File: src/hw/rtl/ecpa_pkg.sv
package ecpa_pkg;

   localparam int MODULUS_RESET = 67;

   // shared arithmetic unit operations
   typedef enum logic [1:0] {
      OP_ADD,
      OP_SUB,
      OP_MUL,
      OP_INV
   } alu_op_type;

   // operand registers of the sequencer, SRC_ONE is the constant one
   typedef enum logic [2:0] {
      SRC_X1,
      SRC_Y1,
      SRC_X2,
      SRC_Y2,
      SRC_T0,
      SRC_T1,
      SRC_C,
      SRC_ONE
   } src_type;

   typedef enum logic [1:0] {
      GO_NEXT,
      GO_CLASSIFY,
      GO_FINISH
   } exit_type;

   typedef struct packed {
      logic       start;
      alu_op_type op;
   } alu_ctl_type;

   typedef struct packed {
      logic done;
      logic ok;
   } alu_sts_type;

   typedef struct packed {
      logic idle;
      logic done;
   } seq_sts_type;

   localparam int PC_BITS  = 5;
   localparam int PROG_LEN = 20;

   typedef logic [PC_BITS-1:0] pc_type;

   localparam pc_type PC_REDUCE = pc_type'(0);
   localparam pc_type PC_DBL    = pc_type'(4);
   localparam pc_type PC_TAIL   = pc_type'(10);
   localparam pc_type PC_CHORD  = pc_type'(16);

   typedef struct packed {
      alu_op_type op;
      src_type    dst;
      src_type    src_a;
      src_type    src_b;
      pc_type     nxt;
      exit_type   exit_to;
   } ucode_type;

   // dst = op(src_a, src_b); the multiplier scans src_b bit by bit
   localparam ucode_type PROG [PROG_LEN] = '{
      // reduce the four coordinates: 1 * v mod m
      '{OP_MUL, SRC_X1, SRC_ONE, SRC_X1, pc_type'(1),  GO_NEXT},
      '{OP_MUL, SRC_Y1, SRC_ONE, SRC_Y1, pc_type'(2),  GO_NEXT},
      '{OP_MUL, SRC_X2, SRC_ONE, SRC_X2, pc_type'(3),  GO_NEXT},
      '{OP_MUL, SRC_Y2, SRC_ONE, SRC_Y2, PC_DBL,       GO_CLASSIFY},
      // doubling slope 3x^2 / 2y
      '{OP_MUL, SRC_T0, SRC_X1,  SRC_X1, pc_type'(5),  GO_NEXT},
      '{OP_ADD, SRC_T1, SRC_T0,  SRC_T0, pc_type'(6),  GO_NEXT},
      '{OP_ADD, SRC_T0, SRC_T1,  SRC_T0, pc_type'(7),  GO_NEXT},
      '{OP_ADD, SRC_T1, SRC_Y1,  SRC_Y1, pc_type'(8),  GO_NEXT},
      '{OP_INV, SRC_T1, SRC_T1,  SRC_ONE, pc_type'(9), GO_NEXT},
      '{OP_MUL, SRC_C,  SRC_T0,  SRC_T1, PC_TAIL,      GO_NEXT},
      // common tail: rx = c^2 - x1 - x2, ry = c (x1 - rx) - y1
      '{OP_MUL, SRC_T0, SRC_C,   SRC_C,  pc_type'(11), GO_NEXT},
      '{OP_SUB, SRC_T0, SRC_T0,  SRC_X1, pc_type'(12), GO_NEXT},
      '{OP_SUB, SRC_T0, SRC_T0,  SRC_X2, pc_type'(13), GO_NEXT},
      '{OP_SUB, SRC_T1, SRC_X1,  SRC_T0, pc_type'(14), GO_NEXT},
      '{OP_MUL, SRC_T1, SRC_C,   SRC_T1, pc_type'(15), GO_NEXT},
      '{OP_SUB, SRC_T1, SRC_T1,  SRC_Y1, PC_REDUCE,    GO_FINISH},
      // chord slope (y2 - y1) / (x2 - x1)
      '{OP_SUB, SRC_T0, SRC_Y2,  SRC_Y1, pc_type'(17), GO_NEXT},
      '{OP_SUB, SRC_T1, SRC_X2,  SRC_X1, pc_type'(18), GO_NEXT},
      '{OP_INV, SRC_T1, SRC_T1,  SRC_ONE, pc_type'(19), GO_NEXT},
      '{OP_MUL, SRC_C,  SRC_T0,  SRC_T1, PC_TAIL,      GO_NEXT}
   };

endpackage

File: src/hw/rtl/ecpa_if.sv
interface ecpa_req_if #(parameter int COORD_BITS = 16);
   logic                  valid;
   logic                  ready;
   logic [COORD_BITS-1:0] first_x;
   logic [COORD_BITS-1:0] first_y;
   logic [COORD_BITS-1:0] second_x;
   logic [COORD_BITS-1:0] second_y;

   modport source (output valid, first_x, first_y, second_x, second_y, input ready);
   modport sink (input valid, first_x, first_y, second_x, second_y, output ready);
endinterface

interface ecpa_rsp_if #(parameter int COORD_BITS = 16);
   logic                  valid;
   logic                  ready;
   logic [COORD_BITS-1:0] sum_x;
   logic [COORD_BITS-1:0] sum_y;

   modport source (output valid, sum_x, sum_y, input ready);
   modport sink (input valid, sum_x, sum_y, output ready);
endinterface

interface ecpa_csr_if #(parameter int COORD_BITS = 16);
   logic                  valid;
   logic                  ready;
   logic [COORD_BITS-1:0] modulus;

   modport source (output valid, modulus, input ready);
   modport sink (input valid, modulus, output ready);
endinterface

File: src/hw/rtl/ecpa_alu.sv
module ecpa_alu import ecpa_pkg::*; #(
   parameter int COORD_BITS = 16
) (
   input  logic                  clock,
   input  logic                  reset,
   input  alu_ctl_type           ctl,
   input  logic [COORD_BITS-1:0] opa,
   input  logic [COORD_BITS-1:0] opb,
   input  logic [COORD_BITS-1:0] modulus,
   output alu_sts_type           sts,
   output logic [COORD_BITS-1:0] result
);

   localparam int N  = COORD_BITS;
   localparam int TW = COORD_BITS + 3;
   localparam int KW = $clog2(COORD_BITS);

   typedef enum logic [4:0] {
      A_IDLE  = 5'b00001,
      A_MUL   = 5'b00010,
      A_CHECK = 5'b00100,
      A_UP    = 5'b01000,
      A_DOWN  = 5'b10000
   } alu_state_type;

   alu_state_type state_ff, state_in;
   logic                 done_ff, done_in;
   logic                 ok_ff, ok_in;
   logic [N-1:0]         res_ff, res_in;
   logic [KW-1:0]        k_ff, k_in;
   // multiplier
   logic [N-1:0]         acc_ff, acc_in;
   logic [N-1:0]         mcand_ff, mcand_in;
   logic [N-1:0]         mplier_ff, mplier_in;
   // extended Euclid
   logic [N-1:0]         r_ff, r_in;
   logic [N-1:0]         nr_ff, nr_in;
   logic [N-1:0]         d_ff, d_in;
   logic [N-1:0]         rem_ff, rem_in;
   logic signed [TW-1:0] t_ff, t_in;
   logic signed [TW-1:0] nt_ff, nt_in;
   logic signed [TW-1:0] snt_ff, snt_in;
   logic signed [TW-1:0] tacc_ff, tacc_in;

   logic [N+1:0]         mul_sum, mul_wide, m_once, m_twice;
   logic [N-1:0]         mul_red;
   logic [N:0]           add_sum, add_wide, sub_wide;
   logic                 up_fits, down_fits;
   logic [N-1:0]         rem_nx;
   logic signed [TW-1:0] tacc_nx, m_signed, t_fix;

   // shift-add step: acc = 2 acc + bit * mcand, reduced below m
   always_comb begin
      m_once  = {2'b00, modulus};
      m_twice = {1'b0, modulus, 1'b0};
      mul_sum = {1'b0, acc_ff, 1'b0} + (mplier_ff[N-1] ? {2'b00, mcand_ff} : '0);
      if (mul_sum >= m_twice) begin
         mul_wide = mul_sum - m_twice;
      end else if (mul_sum >= m_once) begin
         mul_wide = mul_sum - m_once;
      end else begin
         mul_wide = mul_sum;
      end
      mul_red = mul_wide[N-1:0];
   end

   always_comb begin
      add_sum  = {1'b0, opa} + {1'b0, opb};
      add_wide = (add_sum >= {1'b0, modulus}) ? add_sum - {1'b0, modulus} : add_sum;
      sub_wide = (opa >= opb) ? {1'b0, opa} - {1'b0, opb}
                              : {1'b0, opa} + {1'b0, modulus} - {1'b0, opb};
   end

   always_comb begin
      up_fits   = {d_ff, 1'b0} <= {1'b0, rem_ff};
      down_fits = d_ff <= rem_ff;
      rem_nx    = down_fits ? rem_ff - d_ff : rem_ff;
      tacc_nx   = down_fits ? tacc_ff - snt_ff : tacc_ff;
      m_signed  = signed'({3'b000, modulus});
      t_fix     = t_ff[TW-1] ? t_ff + m_signed : t_ff;
   end

   always_comb begin
      state_in  = state_ff;
      done_in   = 1'b0;
      ok_in     = ok_ff;
      res_in    = res_ff;
      k_in      = k_ff;
      acc_in    = acc_ff;
      mcand_in  = mcand_ff;
      mplier_in = mplier_ff;
      r_in      = r_ff;
      nr_in     = nr_ff;
      d_in      = d_ff;
      rem_in    = rem_ff;
      t_in      = t_ff;
      nt_in     = nt_ff;
      snt_in    = snt_ff;
      tacc_in   = tacc_ff;
      unique case (state_ff)
         A_IDLE: begin
            if (ctl.start) begin
               unique case (ctl.op)
                  OP_ADD: begin
                     res_in  = add_wide[N-1:0];
                     ok_in   = 1'b1;
                     done_in = 1'b1;
                  end
                  OP_SUB: begin
                     res_in  = sub_wide[N-1:0];
                     ok_in   = 1'b1;
                     done_in = 1'b1;
                  end
                  OP_MUL: begin
                     acc_in    = '0;
                     mcand_in  = opa;
                     mplier_in = opb;
                     k_in      = KW'(COORD_BITS - 1);
                     state_in  = A_MUL;
                  end
                  OP_INV: begin
                     r_in     = modulus;
                     nr_in    = opa;
                     t_in     = '0;
                     nt_in    = signed'(TW'(1));
                     state_in = A_CHECK;
                  end
               endcase
            end
         end
         A_MUL: begin
            acc_in    = mul_red;
            mplier_in = {mplier_ff[N-2:0], 1'b0};
            if (k_ff == '0) begin
               res_in   = mul_red;
               ok_in    = 1'b1;
               done_in  = 1'b1;
               state_in = A_IDLE;
            end else begin
               k_in = k_ff - KW'(1);
            end
         end
         A_CHECK: begin
            if (nr_ff == '0) begin
               // gcd is r: an inverse exists only when it is one
               res_in   = t_fix[N-1:0];
               ok_in    = (r_ff == COORD_BITS'(1));
               done_in  = 1'b1;
               state_in = A_IDLE;
            end else begin
               d_in     = nr_ff;
               snt_in   = nt_ff;
               rem_in   = r_ff;
               tacc_in  = t_ff;
               k_in     = '0;
               state_in = A_UP;
            end
         end
         A_UP: begin
            // align the divisor to the top of the remainder
            if (up_fits) begin
               d_in   = {d_ff[N-2:0], 1'b0};
               snt_in = snt_ff <<< 1;
               k_in   = k_ff + KW'(1);
            end else begin
               state_in = A_DOWN;
            end
         end
         A_DOWN: begin
            rem_in  = rem_nx;
            tacc_in = tacc_nx;
            if (k_ff == '0) begin
               r_in     = nr_ff;
               nr_in    = rem_nx;
               t_in     = nt_ff;
               nt_in    = tacc_nx;
               state_in = A_CHECK;
            end else begin
               d_in   = {1'b0, d_ff[N-1:1]};
               snt_in = snt_ff >>> 1;
               k_in   = k_ff - KW'(1);
            end
         end
         default: begin
            state_in = A_IDLE;
         end
      endcase
   end

   always_ff @(posedge clock) begin
      if (reset) begin
         state_ff <= A_IDLE;
         done_ff  <= 1'b0;
      end else begin
         state_ff <= state_in;
         done_ff  <= done_in;
      end
   end

   always_ff @(posedge clock) begin
      ok_ff     <= ok_in;
      res_ff    <= res_in;
      k_ff      <= k_in;
      acc_ff    <= acc_in;
      mcand_ff  <= mcand_in;
      mplier_ff <= mplier_in;
      r_ff      <= r_in;
      nr_ff     <= nr_in;
      d_ff      <= d_in;
      rem_ff    <= rem_in;
      t_ff      <= t_in;
      nt_ff     <= nt_in;
      snt_ff    <= snt_in;
      tacc_ff   <= tacc_in;
   end

   assign sts.done = done_ff;
   assign sts.ok   = ok_ff;
   assign result   = res_ff;

endmodule

File: src/hw/rtl/ecpa_seq.sv
module ecpa_seq import ecpa_pkg::*; #(
   parameter int COORD_BITS = 16
) (
   input  logic                  clock,
   input  logic                  reset,
   input  logic                  start,
   input  logic [COORD_BITS-1:0] in_x1,
   input  logic [COORD_BITS-1:0] in_y1,
   input  logic [COORD_BITS-1:0] in_x2,
   input  logic [COORD_BITS-1:0] in_y2,
   input  logic [COORD_BITS-1:0] modulus,
   input  logic                  out_free,
   output alu_ctl_type           alu_ctl,
   output logic [COORD_BITS-1:0] alu_opa,
   output logic [COORD_BITS-1:0] alu_opb,
   input  alu_sts_type           alu_sts,
   input  logic [COORD_BITS-1:0] alu_result,
   output seq_sts_type           sts,
   output logic [COORD_BITS-1:0] sum_x,
   output logic [COORD_BITS-1:0] sum_y
);

   localparam int N = COORD_BITS;

   typedef enum logic [4:0] {
      S_IDLE     = 5'b00001,
      S_ISSUE    = 5'b00010,
      S_WAIT     = 5'b00100,
      S_CLASSIFY = 5'b01000,
      S_FINISH   = 5'b10000
   } seq_state_type;

   seq_state_type state_ff, state_in;
   pc_type        pc_ff, pc_in;
   logic [N-1:0]  x1_ff, x1_in, y1_ff, y1_in, x2_ff, x2_in, y2_ff, y2_in;
   logic [N-1:0]  t0_ff, t0_in, t1_ff, t1_in, c_ff, c_in;
   logic [N-1:0]  sx_ff, sx_in, sy_ff, sy_in;
   ucode_type     uop;
   logic          first_inf, second_inf;

   assign uop        = PROG[pc_ff];
   assign first_inf  = (x1_ff == '0) && (y1_ff == '0);
   assign second_inf = (x2_ff == '0) && (y2_ff == '0);

   always_comb begin
      unique case (uop.src_a)
         SRC_X1:  alu_opa = x1_ff;
         SRC_Y1:  alu_opa = y1_ff;
         SRC_X2:  alu_opa = x2_ff;
         SRC_Y2:  alu_opa = y2_ff;
         SRC_T0:  alu_opa = t0_ff;
         SRC_T1:  alu_opa = t1_ff;
         SRC_C:   alu_opa = c_ff;
         SRC_ONE: alu_opa = N'(1);
      endcase
      unique case (uop.src_b)
         SRC_X1:  alu_opb = x1_ff;
         SRC_Y1:  alu_opb = y1_ff;
         SRC_X2:  alu_opb = x2_ff;
         SRC_Y2:  alu_opb = y2_ff;
         SRC_T0:  alu_opb = t0_ff;
         SRC_T1:  alu_opb = t1_ff;
         SRC_C:   alu_opb = c_ff;
         SRC_ONE: alu_opb = N'(1);
      endcase
   end

   always_comb begin
      state_in = state_ff;
      pc_in    = pc_ff;
      x1_in    = x1_ff;
      y1_in    = y1_ff;
      x2_in    = x2_ff;
      y2_in    = y2_ff;
      t0_in    = t0_ff;
      t1_in    = t1_ff;
      c_in     = c_ff;
      sx_in    = sx_ff;
      sy_in    = sy_ff;
      unique case (state_ff)
         S_IDLE: begin
            if (start) begin
               if (modulus < N'(2)) begin
                  sx_in    = '0;
                  sy_in    = '0;
                  state_in = S_FINISH;
               end else begin
                  x1_in    = in_x1;
                  y1_in    = in_y1;
                  x2_in    = in_x2;
                  y2_in    = in_y2;
                  pc_in    = PC_REDUCE;
                  state_in = S_ISSUE;
               end
            end
         end
         S_ISSUE: begin
            state_in = S_WAIT;
         end
         S_WAIT: begin
            if (alu_sts.done) begin
               if (!alu_sts.ok) begin
                  // no inverse: the sum is the point at infinity
                  sx_in    = '0;
                  sy_in    = '0;
                  state_in = S_FINISH;
               end else begin
                  unique case (uop.dst)
                     SRC_X1:  x1_in = alu_result;
                     SRC_Y1:  y1_in = alu_result;
                     SRC_X2:  x2_in = alu_result;
                     SRC_Y2:  y2_in = alu_result;
                     SRC_T0:  t0_in = alu_result;
                     SRC_T1:  t1_in = alu_result;
                     SRC_C:   c_in  = alu_result;
                     SRC_ONE: c_in  = c_ff;
                  endcase
                  unique case (uop.exit_to)
                     GO_NEXT: begin
                        pc_in    = uop.nxt;
                        state_in = S_ISSUE;
                     end
                     GO_CLASSIFY: begin
                        state_in = S_CLASSIFY;
                     end
                     GO_FINISH: begin
                        sx_in    = t0_ff;
                        sy_in    = alu_result;
                        state_in = S_FINISH;
                     end
                     default: begin
                        state_in = S_IDLE;
                     end
                  endcase
               end
            end
         end
         S_CLASSIFY: begin
            // identity checks take precedence over the equality test
            priority if (first_inf) begin
               sx_in    = x2_ff;
               sy_in    = y2_ff;
               state_in = S_FINISH;
            end else if (second_inf) begin
               sx_in    = x1_ff;
               sy_in    = y1_ff;
               state_in = S_FINISH;
            end else if ((x1_ff == x2_ff) && (y1_ff == y2_ff)) begin
               pc_in    = PC_DBL;
               state_in = S_ISSUE;
            end else if (x1_ff == x2_ff) begin
               sx_in    = '0;
               sy_in    = '0;
               state_in = S_FINISH;
            end else begin
               pc_in    = PC_CHORD;
               state_in = S_ISSUE;
            end
         end
         S_FINISH: begin
            // hold until the output register can take the transaction
            if (out_free) begin
               state_in = S_IDLE;
            end
         end
         default: begin
            state_in = S_IDLE;
         end
      endcase
   end

   always_ff @(posedge clock) begin
      if (reset) begin
         state_ff <= S_IDLE;
      end else begin
         state_ff <= state_in;
      end
   end

   always_ff @(posedge clock) begin
      pc_ff <= pc_in;
      x1_ff <= x1_in;
      y1_ff <= y1_in;
      x2_ff <= x2_in;
      y2_ff <= y2_in;
      t0_ff <= t0_in;
      t1_ff <= t1_in;
      c_ff  <= c_in;
      sx_ff <= sx_in;
      sy_ff <= sy_in;
   end

   assign alu_ctl.start = (state_ff == S_ISSUE);
   assign alu_ctl.op    = uop.op;
   assign sts.idle      = (state_ff == S_IDLE);
   assign sts.done      = (state_ff == S_FINISH) && out_free;
   assign sum_x         = sx_ff;
   assign sum_y         = sy_ff;

endmodule

File: src/hw/rtl/ec_affine_point_add_unit.sv
// Affine point addition on y^2 = x^3 + b over GF(modulus), (0,0) standing for infinity.
// One transaction at a time: req_bus.ready is high only while the unit is idle, and the
// sum waits in an output register so the next transaction can be taken before rsp_bus
// drains it. Coordinates are first reduced modulo the modulus register, which costs four
// passes of the bit-serial multiplier; the identity and vertical-line cases finish there.
// A doubling then runs four more multiplies and seven add/subtract steps, and a chord add
// one multiply and one step fewer, plus the modular inverse, done by shift-subtract
// extended Euclid. A modulus below two gives (0,0). The multiplier and the Euclid loop
// share one arithmetic unit under a microcoded sequencer. Write the modulus only while
// the unit is idle.
module ec_affine_point_add_unit import ecpa_pkg::*; #(
   parameter int COORD_BITS = 16
) (
   input logic          clock,
   input logic          reset,
   ecpa_req_if.sink     req_bus,
   ecpa_rsp_if.source   rsp_bus,
   ecpa_csr_if.sink     csr_bus
);

   logic [COORD_BITS-1:0] modulus_ff, modulus_in;
   logic                  rsp_valid_ff, rsp_valid_in;
   logic [COORD_BITS-1:0] rsp_x_ff, rsp_x_in;
   logic [COORD_BITS-1:0] rsp_y_ff, rsp_y_in;

   alu_ctl_type           alu_ctl;
   alu_sts_type           alu_sts;
   seq_sts_type           seq_sts;
   logic [COORD_BITS-1:0] alu_opa, alu_opb, alu_result;
   logic [COORD_BITS-1:0] seq_x, seq_y;
   logic                  req_take, out_free;

   assign req_take = req_bus.valid && req_bus.ready;
   assign out_free = !rsp_valid_ff || rsp_bus.ready;

   ecpa_seq #(
      .COORD_BITS(COORD_BITS)
   ) u_seq (
      .clock      (clock),
      .reset      (reset),
      .start      (req_take),
      .in_x1      (req_bus.first_x),
      .in_y1      (req_bus.first_y),
      .in_x2      (req_bus.second_x),
      .in_y2      (req_bus.second_y),
      .modulus    (modulus_ff),
      .out_free   (out_free),
      .alu_ctl    (alu_ctl),
      .alu_opa    (alu_opa),
      .alu_opb    (alu_opb),
      .alu_sts    (alu_sts),
      .alu_result (alu_result),
      .sts        (seq_sts),
      .sum_x      (seq_x),
      .sum_y      (seq_y)
   );

   ecpa_alu #(
      .COORD_BITS(COORD_BITS)
   ) u_alu (
      .clock   (clock),
      .reset   (reset),
      .ctl     (alu_ctl),
      .opa     (alu_opa),
      .opb     (alu_opb),
      .modulus (modulus_ff),
      .sts     (alu_sts),
      .result  (alu_result)
   );

   always_comb begin
      modulus_in   = modulus_ff;
      rsp_valid_in = rsp_valid_ff;
      rsp_x_in     = rsp_x_ff;
      rsp_y_in     = rsp_y_ff;
      if (csr_bus.valid) begin
         modulus_in = csr_bus.modulus;
      end
      if (seq_sts.done) begin
         rsp_valid_in = 1'b1;
         rsp_x_in     = seq_x;
         rsp_y_in     = seq_y;
      end else if (rsp_bus.ready) begin
         rsp_valid_in = 1'b0;
      end
   end

   always_ff @(posedge clock) begin
      if (reset) begin
         modulus_ff   <= COORD_BITS'(MODULUS_RESET);
         rsp_valid_ff <= 1'b0;
      end else begin
         modulus_ff   <= modulus_in;
         rsp_valid_ff <= rsp_valid_in;
      end
   end

   always_ff @(posedge clock) begin
      rsp_x_ff <= rsp_x_in;
      rsp_y_ff <= rsp_y_in;
   end

   assign req_bus.ready = seq_sts.idle;
   assign csr_bus.ready = 1'b1;
   assign rsp_bus.valid = rsp_valid_ff;
   assign rsp_bus.sum_x = rsp_x_ff;
   assign rsp_bus.sum_y = rsp_y_ff;

`ifndef SYNTHESIS
   a_busy_after_take: assert property (@(posedge clock) disable iff (reset)
      req_take |=> !req_bus.ready)
      else $error("unit took a transaction while still busy");

   a_no_overwrite: assert property (@(posedge clock) disable iff (reset)
      (rsp_valid_ff && !rsp_bus.ready) |-> !seq_sts.done)
      else $error("result overwrote a pending transaction");

   a_alu_only_busy: assert property (@(posedge clock) disable iff (reset)
      alu_sts.done |-> !seq_sts.idle)
      else $error("arithmetic unit finished with no transaction in flight");
`endif

endmodule

File: src/flat_wrapper.sv
// flat-port wrapper written by rule: the top's interface ports become plain ports
module ec_affine_point_add_unit_flat import ecpa_pkg::*;
#(
   parameter int COORD_BITS = 16
)
  (clock, reset, req_bus_valid, req_bus_first_x, req_bus_first_y, req_bus_second_x, req_bus_second_y, req_bus_ready, rsp_bus_valid, rsp_bus_sum_x, rsp_bus_sum_y, rsp_bus_ready, csr_bus_valid, csr_bus_modulus, csr_bus_ready);
  ecpa_req_if #(.COORD_BITS(COORD_BITS)) req_bus_i ();
  ecpa_rsp_if #(.COORD_BITS(COORD_BITS)) rsp_bus_i ();
  ecpa_csr_if #(.COORD_BITS(COORD_BITS)) csr_bus_i ();
  input logic clock;
  input logic reset;
  input wire logic [$bits(req_bus_i.valid)-1:0] req_bus_valid;
  input wire logic [$bits(req_bus_i.first_x)-1:0] req_bus_first_x;
  input wire logic [$bits(req_bus_i.first_y)-1:0] req_bus_first_y;
  input wire logic [$bits(req_bus_i.second_x)-1:0] req_bus_second_x;
  input wire logic [$bits(req_bus_i.second_y)-1:0] req_bus_second_y;
  output wire logic [$bits(req_bus_i.ready)-1:0] req_bus_ready;
  output wire logic [$bits(rsp_bus_i.valid)-1:0] rsp_bus_valid;
  output wire logic [$bits(rsp_bus_i.sum_x)-1:0] rsp_bus_sum_x;
  output wire logic [$bits(rsp_bus_i.sum_y)-1:0] rsp_bus_sum_y;
  input wire logic [$bits(rsp_bus_i.ready)-1:0] rsp_bus_ready;
  input wire logic [$bits(csr_bus_i.valid)-1:0] csr_bus_valid;
  input wire logic [$bits(csr_bus_i.modulus)-1:0] csr_bus_modulus;
  output wire logic [$bits(csr_bus_i.ready)-1:0] csr_bus_ready;
  assign req_bus_i.valid = req_bus_valid;
  assign req_bus_i.first_x = req_bus_first_x;
  assign req_bus_i.first_y = req_bus_first_y;
  assign req_bus_i.second_x = req_bus_second_x;
  assign req_bus_i.second_y = req_bus_second_y;
  assign req_bus_ready = req_bus_i.ready;
  assign rsp_bus_valid = rsp_bus_i.valid;
  assign rsp_bus_sum_x = rsp_bus_i.sum_x;
  assign rsp_bus_sum_y = rsp_bus_i.sum_y;
  assign rsp_bus_i.ready = rsp_bus_ready;
  assign csr_bus_i.valid = csr_bus_valid;
  assign csr_bus_i.modulus = csr_bus_modulus;
  assign csr_bus_ready = csr_bus_i.ready;
  ec_affine_point_add_unit #(.COORD_BITS(COORD_BITS)) u_core (.clock(clock), .reset(reset), .req_bus(req_bus_i), .rsp_bus(rsp_bus_i), .csr_bus(csr_bus_i));
endmodule
File: config.mk
export PLATFORM = sky130hd
export DESIGN_NAME = ec_affine_point_add_unit_flat
export DESIGN_NICKNAME = d
export VERILOG_FILES = /design/src/hw/rtl/ecpa_pkg.sv /design/src/hw/rtl/ecpa_if.sv /design/src/hw/rtl/ecpa_alu.sv /design/src/hw/rtl/ecpa_seq.sv /design/src/hw/rtl/ec_affine_point_add_unit.sv /design/src/flat_wrapper.sv
export SDC_FILE = /design/constraint.sdc
export NUM_CORES = 1
export LEC_CHECK = 0
export BUFFER_PORTS_ARGS = -buffer_cell sky130_fd_sc_hd__buf_2
export CAP_MARGIN = 10
export CORE_ASPECT_RATIO = 1.75
export CORE_MARGIN = 2
export CORE_UTILIZATION = 60
export DETAILED_ROUTE_END_ITERATION = 10
export PLACE_DENSITY = 0.78
export SYNTH_ARGS = -nofsm -noshare
export SYNTH_HDL_FRONTEND = slang
export SYNTH_HIERARCHICAL = 1
export SYNTH_SLANG_ARGS = --single-unit
File: constraint.sdc
create_clock -name clock -period 13.4 [get_ports clock]
set_input_delay 2.01 -clock clock [delete_from_list [all_inputs] [get_ports clock]]
set_output_delay 2.01 -clock clock [all_outputs]
set_load 0.1 [all_outputs]
# [Word level (Yosys, flattened, before mapping)]
# Memory sizes are Yosys's and may differ from the RTL's.
# Cells that the tools add are included.
[totals] ff_bits=418 n_memories=1 input_bits=85 out_inout_bits=35 romBits=576
[mem_list] name="(no name shown)" depth=32 width=18 read_ports=1 rd_clocked_by_memory_dff=0 wr=0 line="ecpa_seq.sv:41" source="assign uop = PROG[pc_ff];"
[classes] n_reduce_logical=50 bitwise=2 addsub=13 magnitude_cmp=8 mux=137 n_eq_ne=69
[op_table] cell="$mux W16" n=58
[op_table] cell="$pmux W16 S2" n=10
[op_table] cell="$pmux W16 S8" n=2
[op_table] cell="$pmux W16 S3" n=4
[op_table] cell="$mux W19" n=10
[op_table] cell="$pmux W19 S2" n=3
[op_table] cell="$mux W5" n=22
[op_table] cell="$sub A16 B16 Y16" n=6
[op_table] cell="$logic_not A16 Y1" n=5
[op_table] cell="$pmux W19 S3" n=1
[op_table] cell="$mux W18" n=3
[op_table] cell="$pmux W5 S5" n=2
[op_table] cell="$ne A2 B2 Y1 const B" n=18
[op_table] cell="$eq A3 B3 Y1 const B" n=11
[op_table] cell="$add A16 B16 Y16" n=2
[op_table] cell="$eq A16 B16 Y1" n=2
[op_table] cell="$pmux W5 S3" n=2
[op_table] cell="$reduce_and A6 Y1" n=5
[op_table] cell="$mux W4" n=6
[op_table] cell="$reduce_and A4 Y1" n=6
[op_table] cell="$sub A19 B19 Y19" n=1
[op_table] cell="$add A17 B16 Y18" n=1
[op_table] cell="$eq A3 B2 Y1 const B" n=6
[op_table] cell="$ge A18 B16 Y1" n=1
[op_table] cell="other kinds (44)" n=92

# [Depth between registers and ports, before layout]
# Gate-level depths: netlist (run 1).
[depth] depth_word=12 mapped_depth=32 ltp_nobuf=27

# [Modules after synthesis]
# The synthesis (run 1) kept the hierarchy.
[modules_own_cells] module="ecpa_alu" n_inst=1 area_per_inst_um2=18189.9 seq_area_each_um2=6396.1 cells_each=1995
[modules_own_cells] module="ecpa_seq" n_inst=1 area_per_inst_um2=9053.7 seq_area_each_um2=4574.4 cells_each=906
[modules_own_cells] module="ec_affine_point_add_unit" n_inst=1 area_per_inst_um2=1599.0 seq_area_each_um2=1301.2 cells_each=91

# [Worst setup path before layout (run 1)]
# No wires, ideal clock.
[synth_path] kind="reg-to-reg" from="register u_core.u_seq.pc_ff[2]" to="register u_core.u_alu.res_ff[7] (netlist: u_core/u_alu/result[7]) (data pin)" setup_slack_ps=7171 n_path_buf=5 synth_period_minus_slack_ps=6229 path_stages_with_launch=31 arrival_ps=5968 cell_sequence="edfxtp_1 > buf_2 > buf_1 > inv_1 > ha_1 > a21boi_1 > nand2_1 > nor3_4 > a221oi_1 > a21oi_1 > inv_1 > ha_1 > buf_2 > a221oi_1 > nor4_1 > a221oi_2 > a31oi_1 > xnor2_1 > ha_1 > clkbuf_1 > o21a_1 > nor3_1 > a211o_1 > a31oi_1 > o31ai_2 > and3_1 > buf_2 > a21o_1 > a31oi_1 > a21oi_1 > a221o_1"
[synth_between] elab_chain_cells=12
[synth_rtl] item="start: declaration" line="ecpa_seq.sv:34" source="pc_type pc_ff, pc_in;"
[synth_rtl] item="start signal: assignment" line="ecpa_seq.sv:181" source="pc_ff <= pc_in;"
[synth_rtl] item="$not A5 Y6 (implied by the code) *" line="ecpa_seq.sv:41"
[synth_rtl] item="$mem_v2 Z32 W18 *"
[synth_rtl] item="$mux W18 (implied by the code) * (2 in series)" line="ecpa_seq.sv:41"
[synth_rtl] item="$eq A3 B3 Y1 (tied with other cells)" line="ecpa_seq.sv:56" source="unique case (uop.src_b)"
[synth_rtl] item="$pmux W16 S8 *" line="ecpa_seq.sv:56"
[synth_rtl] item="named net u_core.alu_opb[2]" line="ec_affine_point_add_unit.sv:29" source="logic [COORD_BITS-1:0] alu_opa, alu_opb, alu_result;"
[synth_rtl] item="$add A16 B16 Y17" line="ecpa_alu.sv:68" source="add_sum = {1'b0, opa} + {1'b0, opb};"
[synth_rtl] item="$sub A16 B16 Y16 or $ge A17 B16 Y1 (tied branches)" line="ecpa_alu.sv:69" source="add_wide = (add_sum >= {1'b0, modulus}) ? add_sum - {1'b0, modulus} : add_sum;"
[synth_rtl] item="$mux W16" line="ecpa_alu.sv:69"
[synth_rtl] item="$pmux W16 S2 *" line="ecpa_alu.sv:103" source="unique case (ctl.op)"
[synth_rtl] item="$mux W16 *" line="ecpa_alu.sv:102" source="if (ctl.start) begin"
[synth_rtl] item="$pmux W16 S3 *" line="ecpa_alu.sv:100" source="unique case (state_ff)"
[synth_rtl] item="named net u_core.u_alu.res_in[7]" line="ecpa_alu.sv:29" source="logic [N-1:0] res_ff, res_in;"
[synth_rtl] item="end signal: assignment" line="ecpa_alu.sv:202" source="res_ff <= res_in;"
[synth_rtl] item="end: declaration" line="ecpa_alu.sv:29"
# The timed path passes the listed nets; every way through them passes the cells marked *. The select of a mux whose other input is x is not followed.
# A chain may end at the register's enable or synchronous reset.

# [Worst setup path after layout (run 1)]
[layout_path] from="register u_core.u_seq.pc_ff[4]" to="register u_core.u_alu.res_ff[7] (netlist: u_core/u_alu/result[7]) (data pin)"
# The elaborated chain is that of the path after synthesis.

==> flow_results.org, run 1 <==
** Timing
- Peak clock frequency supported by timing :: 123.1 MHz
- Final Hold Fails :: 0
- The number of max-slew violations in the final report is 0.
- The clock period could shrink to 8.125 ns.
- Number of failing setup endpoints in the final timing report :: 0
- Clock skew after layout :: 0.02576 ns
- Measured against its own limit, the worst slew margin works out to 16.68%.
- At the pin with the least slew margin, the transition time is 1.247 ns.
- Setup repair after global routing left no endpoint under its margin.
- Share of the clock period used by the worst path after layout :: 60.63%
- In the final timing run, aggregate negative setup slack is 0 ns.

** Finish
- Area Growth Syn to Fin :: 8.481%
- In the final layout, the share of cells above drive strength 1 is 9.674%.
- In the final design database the tool counted 3366 nets.
- After the flow finishes, the layout carries non-filler instances totaling 3696.

** GRT
- Number of antenna violations at the first check in global routing :: 4
- Number of global-route vias before repair :: 24986
- Global routing finished with a remaining overflow of 0.
- Total routing usage reported by global routing :: 40.79%
- The first global-routing pass estimated 151000 µm of wire.
- Entering global routing, the biggest net connects 80 pins.

** Outcome
- Outcome :: finished, final reports clean

** Yosys
- Synthesis produced a netlist with a net count of 3286.
- Register bit total from synthesis :: 418
- Count of flip-flops with a built-in enable after synthesis :: 390
- Commonest register cell after synthesis :: edfxtp_1
- Gate count of the mapped netlist :: 2992
- Counting flops with an async set or reset pin after synthesis yields a share of 0%.
- Total of warnings raised by yosys :: 6
- Total standard cell area after synthesis :: 28840 µm²
- After synthesis, the netlist uses 99 different library cells.
- Sequential elements use 42.55% of the synthesized area.
- In this run the mean area of a mapped cell was 9.640 µm².

** Clock tree
- In this run the number of H-tree levels came out at 2.
- In this run the deepest clock path goes through 3 buffers.
- The clock net in this run drives a total of 418 sinks.
- Once the clock tree was built, the setup fixing pass inserted 0 buffers.
- Source-to-sink clock delay at the later pin of the worst-skew pair :: 0.58 ns
- TritonCTS built the clock tree.
- Hold-fix buffers, CTS :: 0
- Gates resized during post-CTS repair numbered 0.
- In this run, CTS created clock tree buffers numbering 40.
- The cell sitting at the root of the clock tree is a clkbuf_16.
- After clock tree synthesis, the clock-pin slew on the worst setup and hold paths is 0.07 ns.

** Worst setup path
- For this run, the slowest stage of the critical path takes 0.98 ns.
- Endpoint arrival time on the critical path :: 8.44 ns
- The critical path in this run is classified as reg -> reg.
- On the critical path, the stage with the largest delay is an instance of edfxtp_1.
- For the worst setup path, the data required time is 13.71 ns.
- CP top delay family :: compound AO/OA/AOI/OAI gates
- The worst setup path is captured at a flip-flop.
- STA classifies the critical path startpoint as a flip-flop.
- In this design, the critical path's most frequently occurring cell is a31oi_1.
- Of all nets on the critical path, the largest fanout is 28.
- The number of buffers and inverters on the critical path is 1.

** Drt
- Number of optimization iterations in the first detailed-route pass :: 8
- For this block, the routed nets add up to 102300 µm of wire.
- The detail route stage leaves a number of antenna-violating nets equal to 0.
- For this block, the initial DRC count from the detailed router was 2064.
- Dividing the detail-routed via count by the number of cells gives 6.691.
- Count of unresolved DRC violations after routing :: 0
- Summing over every cut layer, the via total after detailed routing is 24730.
- Dividing the detail-routed wire length by the instance count gives 27.67 µm.

** Placed design
- Post-placement cell count :: 3624
- At the end of routability-driven placement, the weighted congestion stood at 1.025.
- In this run the tool buffered the top-level ports with 118 buffer cells.
- Final HPWL from detailed placement :: 78890 µm

** Floorplan
- Std-Cell Core Area :: 47610 µm²
- Vertical extent of the die :: 294.0 µm
- For this configuration, the core starts out at a cell density of 60.58%.
- Ports placed on the boundary :: 120
- The floorplan has 106 rows.
- Total Die Area :: 49910 µm²
- Die outline width :: 169.7 µm

** Hold path
- The tightest min-delay check is of the reg -> reg type.

** Job
- Across the run, the number of max-cap violations was 0.
[Yosys cell counts (all sizes together), types with 41 or more instances]
cell type	count	area (µm²)
mux2i	82	820.8
nor2	238	900.9
o21ai	209	1084
nand3	41	222.7
clkbuf	75	281.5
edfxtp	390	11710
buf	50	342.8
nor3	44	236.5
and2	44	280.3
xor2	59	516.8
xnor2	99	867.1
a21o	63	473.0
nand2	407	1530
a22oi	60	450.4
ha	184	2302
a21oi	179	918.4
inv	180	675.7
[registers in the layout, indices dropped and copies added (netlist names), 16 cells and up]
name / count
u_core/u_alu/tacc_ff: 19
u_core/u_alu/rem_ff: 16
u_core/u_seq/c_ff: 16
u_core/u_alu/r_ff: 16
u_core/u_alu/mcand_ff: 16
u_core/u_alu/nr_ff: 16
u_core/u_alu/acc_ff: 16
u_core/u_seq/sum_y: 16
u_core/rsp_bus.sum_y: 16
u_core/u_alu/d_ff: 16
u_core/u_alu/t_ff: 19
u_core/u_seq/t1_ff: 16
u_core/u_seq/y1_ff: 16
u_core/u_alu/mplier_ff: 16
u_core/u_seq/x2_ff: 16
u_core/u_seq/x1_ff: 16
u_core/u_alu/result: 16
u_core/u_seq/t0_ff: 16
u_core/u_alu/nt_ff: 19
u_core/u_seq/sum_x: 16
u_core/modulus_ff: 16
u_core/u_alu/snt_ff: 19
u_core/rsp_bus.sum_x: 16
u_core/u_seq/y2_ff: 16
[placed cells by master, fill, tap and decap left out, drive strengths merged, types with 25 or more instances in the layout]
cell    synthesis  layout
a211oi         32      32
a21o           63      63
a21oi         179     179
a22oi          60      60
a31oi          30      30
and2           44      44
buf            50     163
clkbuf         75      54
dfxtp          28      28
edfxtp        390     390
fa             25      25
ha            184     184
inv           180     183
mux2i          82      82
nand2         407     407
nand2b         32      32
nand3          41      41
nand4          28      28
nor2          238     238
nor2b          39      39
nor3           44      44
nor4           38      38
o21a           29      29
o21ai         209     209
o221ai         31      31
o22ai          26      26
xnor2          99      99
xor2           59      59
[final timing paths]
| check | start | slack [ns] | cells after the start | endpoint |
|---|---|---|---|---|
| setup / recovery | u_core/u_seq/pc_ff[4] | 5.27 | 25 | u_core/u_alu/result[7] |
| hold / removal | u_core/u_seq/sum_x[15] | 0.42 | 0 | u_core/rsp_bus.sum_x[15] |
| setup reg to reg | u_core/u_seq/pc_ff[4] | 5.27 | 25 | u_core/u_alu/result[7] |
| hold reg to reg | u_core/u_seq/sum_x[15] | 0.42 | 0 | u_core/rsp_bus.sum_x[15] |
[per-stage QoR]
step / utilization [%] / hold slack [ns] / area (µm²) / setup WS (ns)
finish: 65.71 / 0.4168 / 31290 / 5.275
global route: 65.71 / 0.4226 / 31290 / 4.847
CTS: 65.71 / 0.4164 / 31290 / 5.399
detailed placement: 63.04 / 0.4045 / 30020 / 5.444
global placement: 63.04 / 0.4005 / 30020 / 5.529
floorplan: - / 0.4003 / 28840 / 7.171
[cell type report]
cell class / instances / area [µm²]
Inverter: 181 / 679.4
Fill cell: 3822 / 16320
Tap cell: 594 / 743.2
Antenna cell: 1 / 2.502
Clock buffer: 54 / 1105
Clock inverter: 17 / 163.9
Timing Repair Buffer: 163 / 928.4
Multi-Input combinational cell: 2268 / 15390
Sequential cell: 418 / 12270
[layer usage]
layer / up-vias / track usage [%] / share of wire [%]
met5: - / 0 / 0.013
met4: 2 / 38.29 / 11
met3: 470 / 6.496 / 6.7
met2: 1292 / 72.68 / 50
met1: 11829 / 39.64 / 32
li1: 11137 / - / -
[cell families (layout without fill, tap and decap cells)]
group                    Yosys count  after routing  synth area share (%)
AO/OA/AOI/OAI                    822            822                 19.35
XOR/XNOR                         158            158                 4.798
adder cells (fa/ha/maj)          209            209                 9.717
buffers and inverters            306            415                 4.520
flip-flops                       418            418                 42.55
multiplexers                      90             90                 3.158
other                              1              2               0.01300
AND/OR/NAND/NOR                  988            988                 15.89
Power of run 1 is left out: the tool's default activity adds up to more than one toggle a clock period on the data nets, which glitch-free logic cannot reach.
==> run 2, diff against run 1 <==
--- a/config.mk
+++ b/config.mk
@@ -9,9 +9,9 @@
 export CAP_MARGIN = 10
 export CORE_ASPECT_RATIO = 1.75
 export CORE_MARGIN = 2
-export CORE_UTILIZATION = 60
+export CORE_UTILIZATION = 57
 export DETAILED_ROUTE_END_ITERATION = 10
-export PLACE_DENSITY = 0.78
+export PLACE_DENSITY = 0.77
 export SYNTH_ARGS = -nofsm -noshare
 export SYNTH_HDL_FRONTEND = slang
 export SYNTH_HIERARCHICAL = 1
==> constraint.sdc (replaced) <==
create_clock -name clock -period 7.35 [get_ports clock]
set_input_delay 1.1025 -clock clock [delete_from_list [all_inputs] [get_ports clock]]
set_output_delay 1.1025 -clock clock [all_outputs]
set_load 0.1 [all_outputs]
==> flow_results.org, run 2 (same netlist as run 1, synthesis figures left out) <==
** Drt
- The detailed-route wire length is 103600 µm (was 102300 µm).
- Total vias in the final route :: 24964 (was 24730)
- The per-cell routed wire length is 26.97 µm (was 27.67 µm).
- Drt first-iter violations :: 2371 (was 2064)
- The count of unresolved DRC violations after routing is 0 (unchanged).
- The per-cell via count in the routed design came to 6.496 (was 6.691).
- Number of optimization iterations in the first detailed-route pass :: 5 (was 8)
- Antenna-violating nets left :: 0 (unchanged)

** Worst setup path
- The worst reg-to-reg setup slack is 0.44 ns (was 5.27 ns).
- The largest driver fanout on the critical path is 11 (was 28).
- Data required time of the critical path :: 7.66 ns (was 13.71 ns)
- Launch instance of the worst register-to-register path :: u_core/u_seq/pc_ff[1] (was u_core/u_seq/pc_ff[4])
- Critical-path top delay cell :: edfxtp_1 (unchanged)
- The endpoint class of the critical path was a flip-flop (unchanged).
- Type of the worst setup path :: reg -> reg (unchanged)
- CP Launch Type :: flip-flop (unchanged)
- Endpoint arrival time on the critical path :: 7.22 ns (was 8.44 ns)
- RR Endpoint :: u_core/u_alu/result[14] (was u_core/u_alu/result[7])
- Number of cells on the worst reg-to-reg path :: 29 (was 25)
- The largest stage delay on the critical path is 0.53 ns (was 0.98 ns).

** Placed design
- The number of cells after detailed placement is 3767 (was 3624).
- The final estimated routing congestion in global placement is 0.9854 (was 1.025).
- The count of input and output buffers is 118 (unchanged).
- Final HPWL from detailed placement :: 81170 µm (was 78890 µm)

** Hold path
- Min-Delay Startpoint :: u_core/u_seq/sum_y[9] (was u_core/u_seq/sum_x[15])
- Number of cells on the worst hold path :: 0 (unchanged)
- Path category of the worst min-delay check :: reg -> reg (unchanged)
- Worst-case hold path end point :: u_core/rsp_bus.sum_y[9] (was u_core/rsp_bus.sum_x[15])

** Timing
- Setup repair after global routing missed its margin: false (unchanged).
- Setup TNS :: 0 ns (unchanged)
- The final number of setup-violating endpoints is 0 (unchanged).
- Transition time at the pin with the least slew margin :: 1.298 ns (was 1.247 ns)
- The fmax was 144.8 MHz (was 123.1 MHz).
- Share of the clock period used by the worst path after layout :: 93.99% (was 60.63%)
- The setup skew after layout came to 0.01767 ns (was 0.02576 ns).
- The time the worst path needs with I/O delays and setup was 6.908 ns (was 8.125 ns).
- The relative max-transition margin was 13.46% (was 16.68%).
- The hold violation count in the final report came to 0 (unchanged).
- The number of max-slew violations in the final report is 0 (unchanged).

** Floorplan
- Total Die Area :: 52490 µm² (was 49910 µm²)
- Std-Cell Core Area :: 50320 µm² (was 47610 µm²)
- Rows :: 109 (was 106)
- The number of top-level design ports came to 120 (unchanged).
- The height of the die is 301.6 µm (was 294.0 µm).
- Starting Density :: 57.31% (was 60.58%)
- Die outline width :: 174.0 µm (was 169.7 µm)

** Finish
- Share of layout cells above drive strength 1 :: 12.06% (was 9.674%)
- The post-synthesis to final-layout area growth was 10.87% (was 8.481%).
- The number of fill cells in the layout was 4106 (was 3822).
- The total area of multi-input combinational cells is 15420 µm² (was 15390 µm²).
- Most frequent standard cell in the layout excluding fill and tap cells :: nand2_1 (unchanged)
- Final layout net count :: 3439 (was 3366)
- FF+latch area :: 12270 µm² (unchanged)
- The post-layout instance count excluding filler cells is 3843 (was 3696).
- Commonest cells after routing, fill and taps aside :: nand2_1 (406), edfxtp_1 (390), nor2_1 (229) (was nand2_1 (406), edfxtp_1 (390), nor2_1 (231))

** Clock tree
- The clock slew at the register clock pins of the worst setup and hold paths was 0.07 ns (about the same).
- The number of CTS-inserted buffers was 41 (was 40).
- The total number of clock tree sinks is 418 (unchanged).
- Htree depth :: 2 (unchanged)
- The hold buffer count at CTS is 0 (unchanged).
- The insertion delay of the later-clocked pin in the worst-skew pair is 0.57 ns (was 0.58 ns).
- The clock tree from TritonCTS is built (unchanged).
- Buffer levels on the longest clock path :: 3 (unchanged)
- Root buf cell :: clkbuf_16 (unchanged)

** GRT
- Largest net degree at the start of global routing :: 107 (was 80)
- Number of antenna violations at the first check in global routing :: 1 (was 4)
- The total congestion overflow after global routing was 0 (unchanged).
- The number of global-route vias before repair came to 25214 (was 24986).
- The wire length of the first global-routing pass was 152500 µm (was 151000 µm).
- Total routing usage reported by global routing :: 38.94% (was 40.79%)

** Job
- The max-cap violation count came to 0 (unchanged).

** Outcome
- Outcome :: finished, final reports clean (unchanged)
run 2: cell count changes in the layout (fill, tap and decap cells not counted), sizes merged:
cell,change
buf,+72
clkinv,+5
clkbuf,-2
clkinvlp,-2
bufinv,+1
inv,+1
run 2: final cells by class:
cell class | instances | share of cell area (%)
Multi-Input combinational cell | 2268 | 48.23
Sequential cell | 418 | 38.38
Timing Repair Buffer | 235 | 4.633
Clock buffer | 52 | 3.412
Tap cell | 666 | 2.606
Inverter | 181 | 2.125
Clock inverter | 22 | 0.6143
Antenna cell | 1 | 0.007825
run 2: per-layer routing:
layer | up-vias | part of all wire (%) | routed length, µm | GRT usage [%]
li1 | 11285 | - | - | -
met1 | 11989 | 32 | 33160 | 37.38
met2 | 1255 | 51 | 53060 | 71.37
met3 | 435 | 5.6 | 5758 | 5.131
met4 | 0 | 11 | 11650 | 36.37
met5 | - | 0 | 0 | 0
run 2: metrics by stage:
| stage | setup WS, ns | utilization [%] | instance area [µm²] | hold slack, ns |
|---|---|---|---|---|
| 2_1_floorplan | 1.121 | - | 28840 | 0.4003 |
| 3_3_place_gp | 0.2413 | 60.89 | 30640 | 0.4010 |
| 3_5_place_dp | 0.2217 | 60.89 | 30640 | 0.4045 |
| 4_1_cts | 0.1828 | 63.45 | 31930 | 0.4151 |
| 5_1_grt | 0.03931 | 63.54 | 31980 | 0.4242 |
| 6_report | 0.4416 | 63.54 | 31980 | 0.4093 |
run 2: how the worst max path moves through the flow:
stage          slack [ns]                      end             startpoint  cells past startpoint
2_1_floorplan        1.12   u_core/u_alu/result[7]  u_core/u_seq/pc_ff[2]                     30
3_3_place_gp         0.24   u_core/u_alu/result[0]  u_core/u_seq/pc_ff[0]                     29
3_5_place_dp         0.22  u_core/u_alu/result[14]  u_core/u_seq/pc_ff[0]                     28
4_1_cts              0.18  u_core/u_alu/result[14]  u_core/u_seq/pc_ff[0]                     28
5_1_grt              0.04   u_core/u_alu/result[5]  u_core/u_seq/pc_ff[2]                     27
6_report             0.44  u_core/u_alu/result[14]  u_core/u_seq/pc_ff[1]                     29
run 2: critical path, delay by kind of cell, from the launching register on:
kind,cells,cell delay (ns)
compound gates,12,2.98
simple gates,7,1.03
buf+inv,5,0.90
fa+ha+maj,3,0.79
flops,1,0.53
xor+xnor,1,0.26
mux,1,0.15
run 2: repair_timing:
| item | 4_1_cts | 5_1_grt |
|---|---|---|
| endpoints found under the hold margin | 0 | 0 |
| setup buffers | 0 | 1 |
| endpoints found under the setup margin | 0 | 16 |
| resized for setup | 0 | 9 |
Power of run 2 is left out for the same reason.
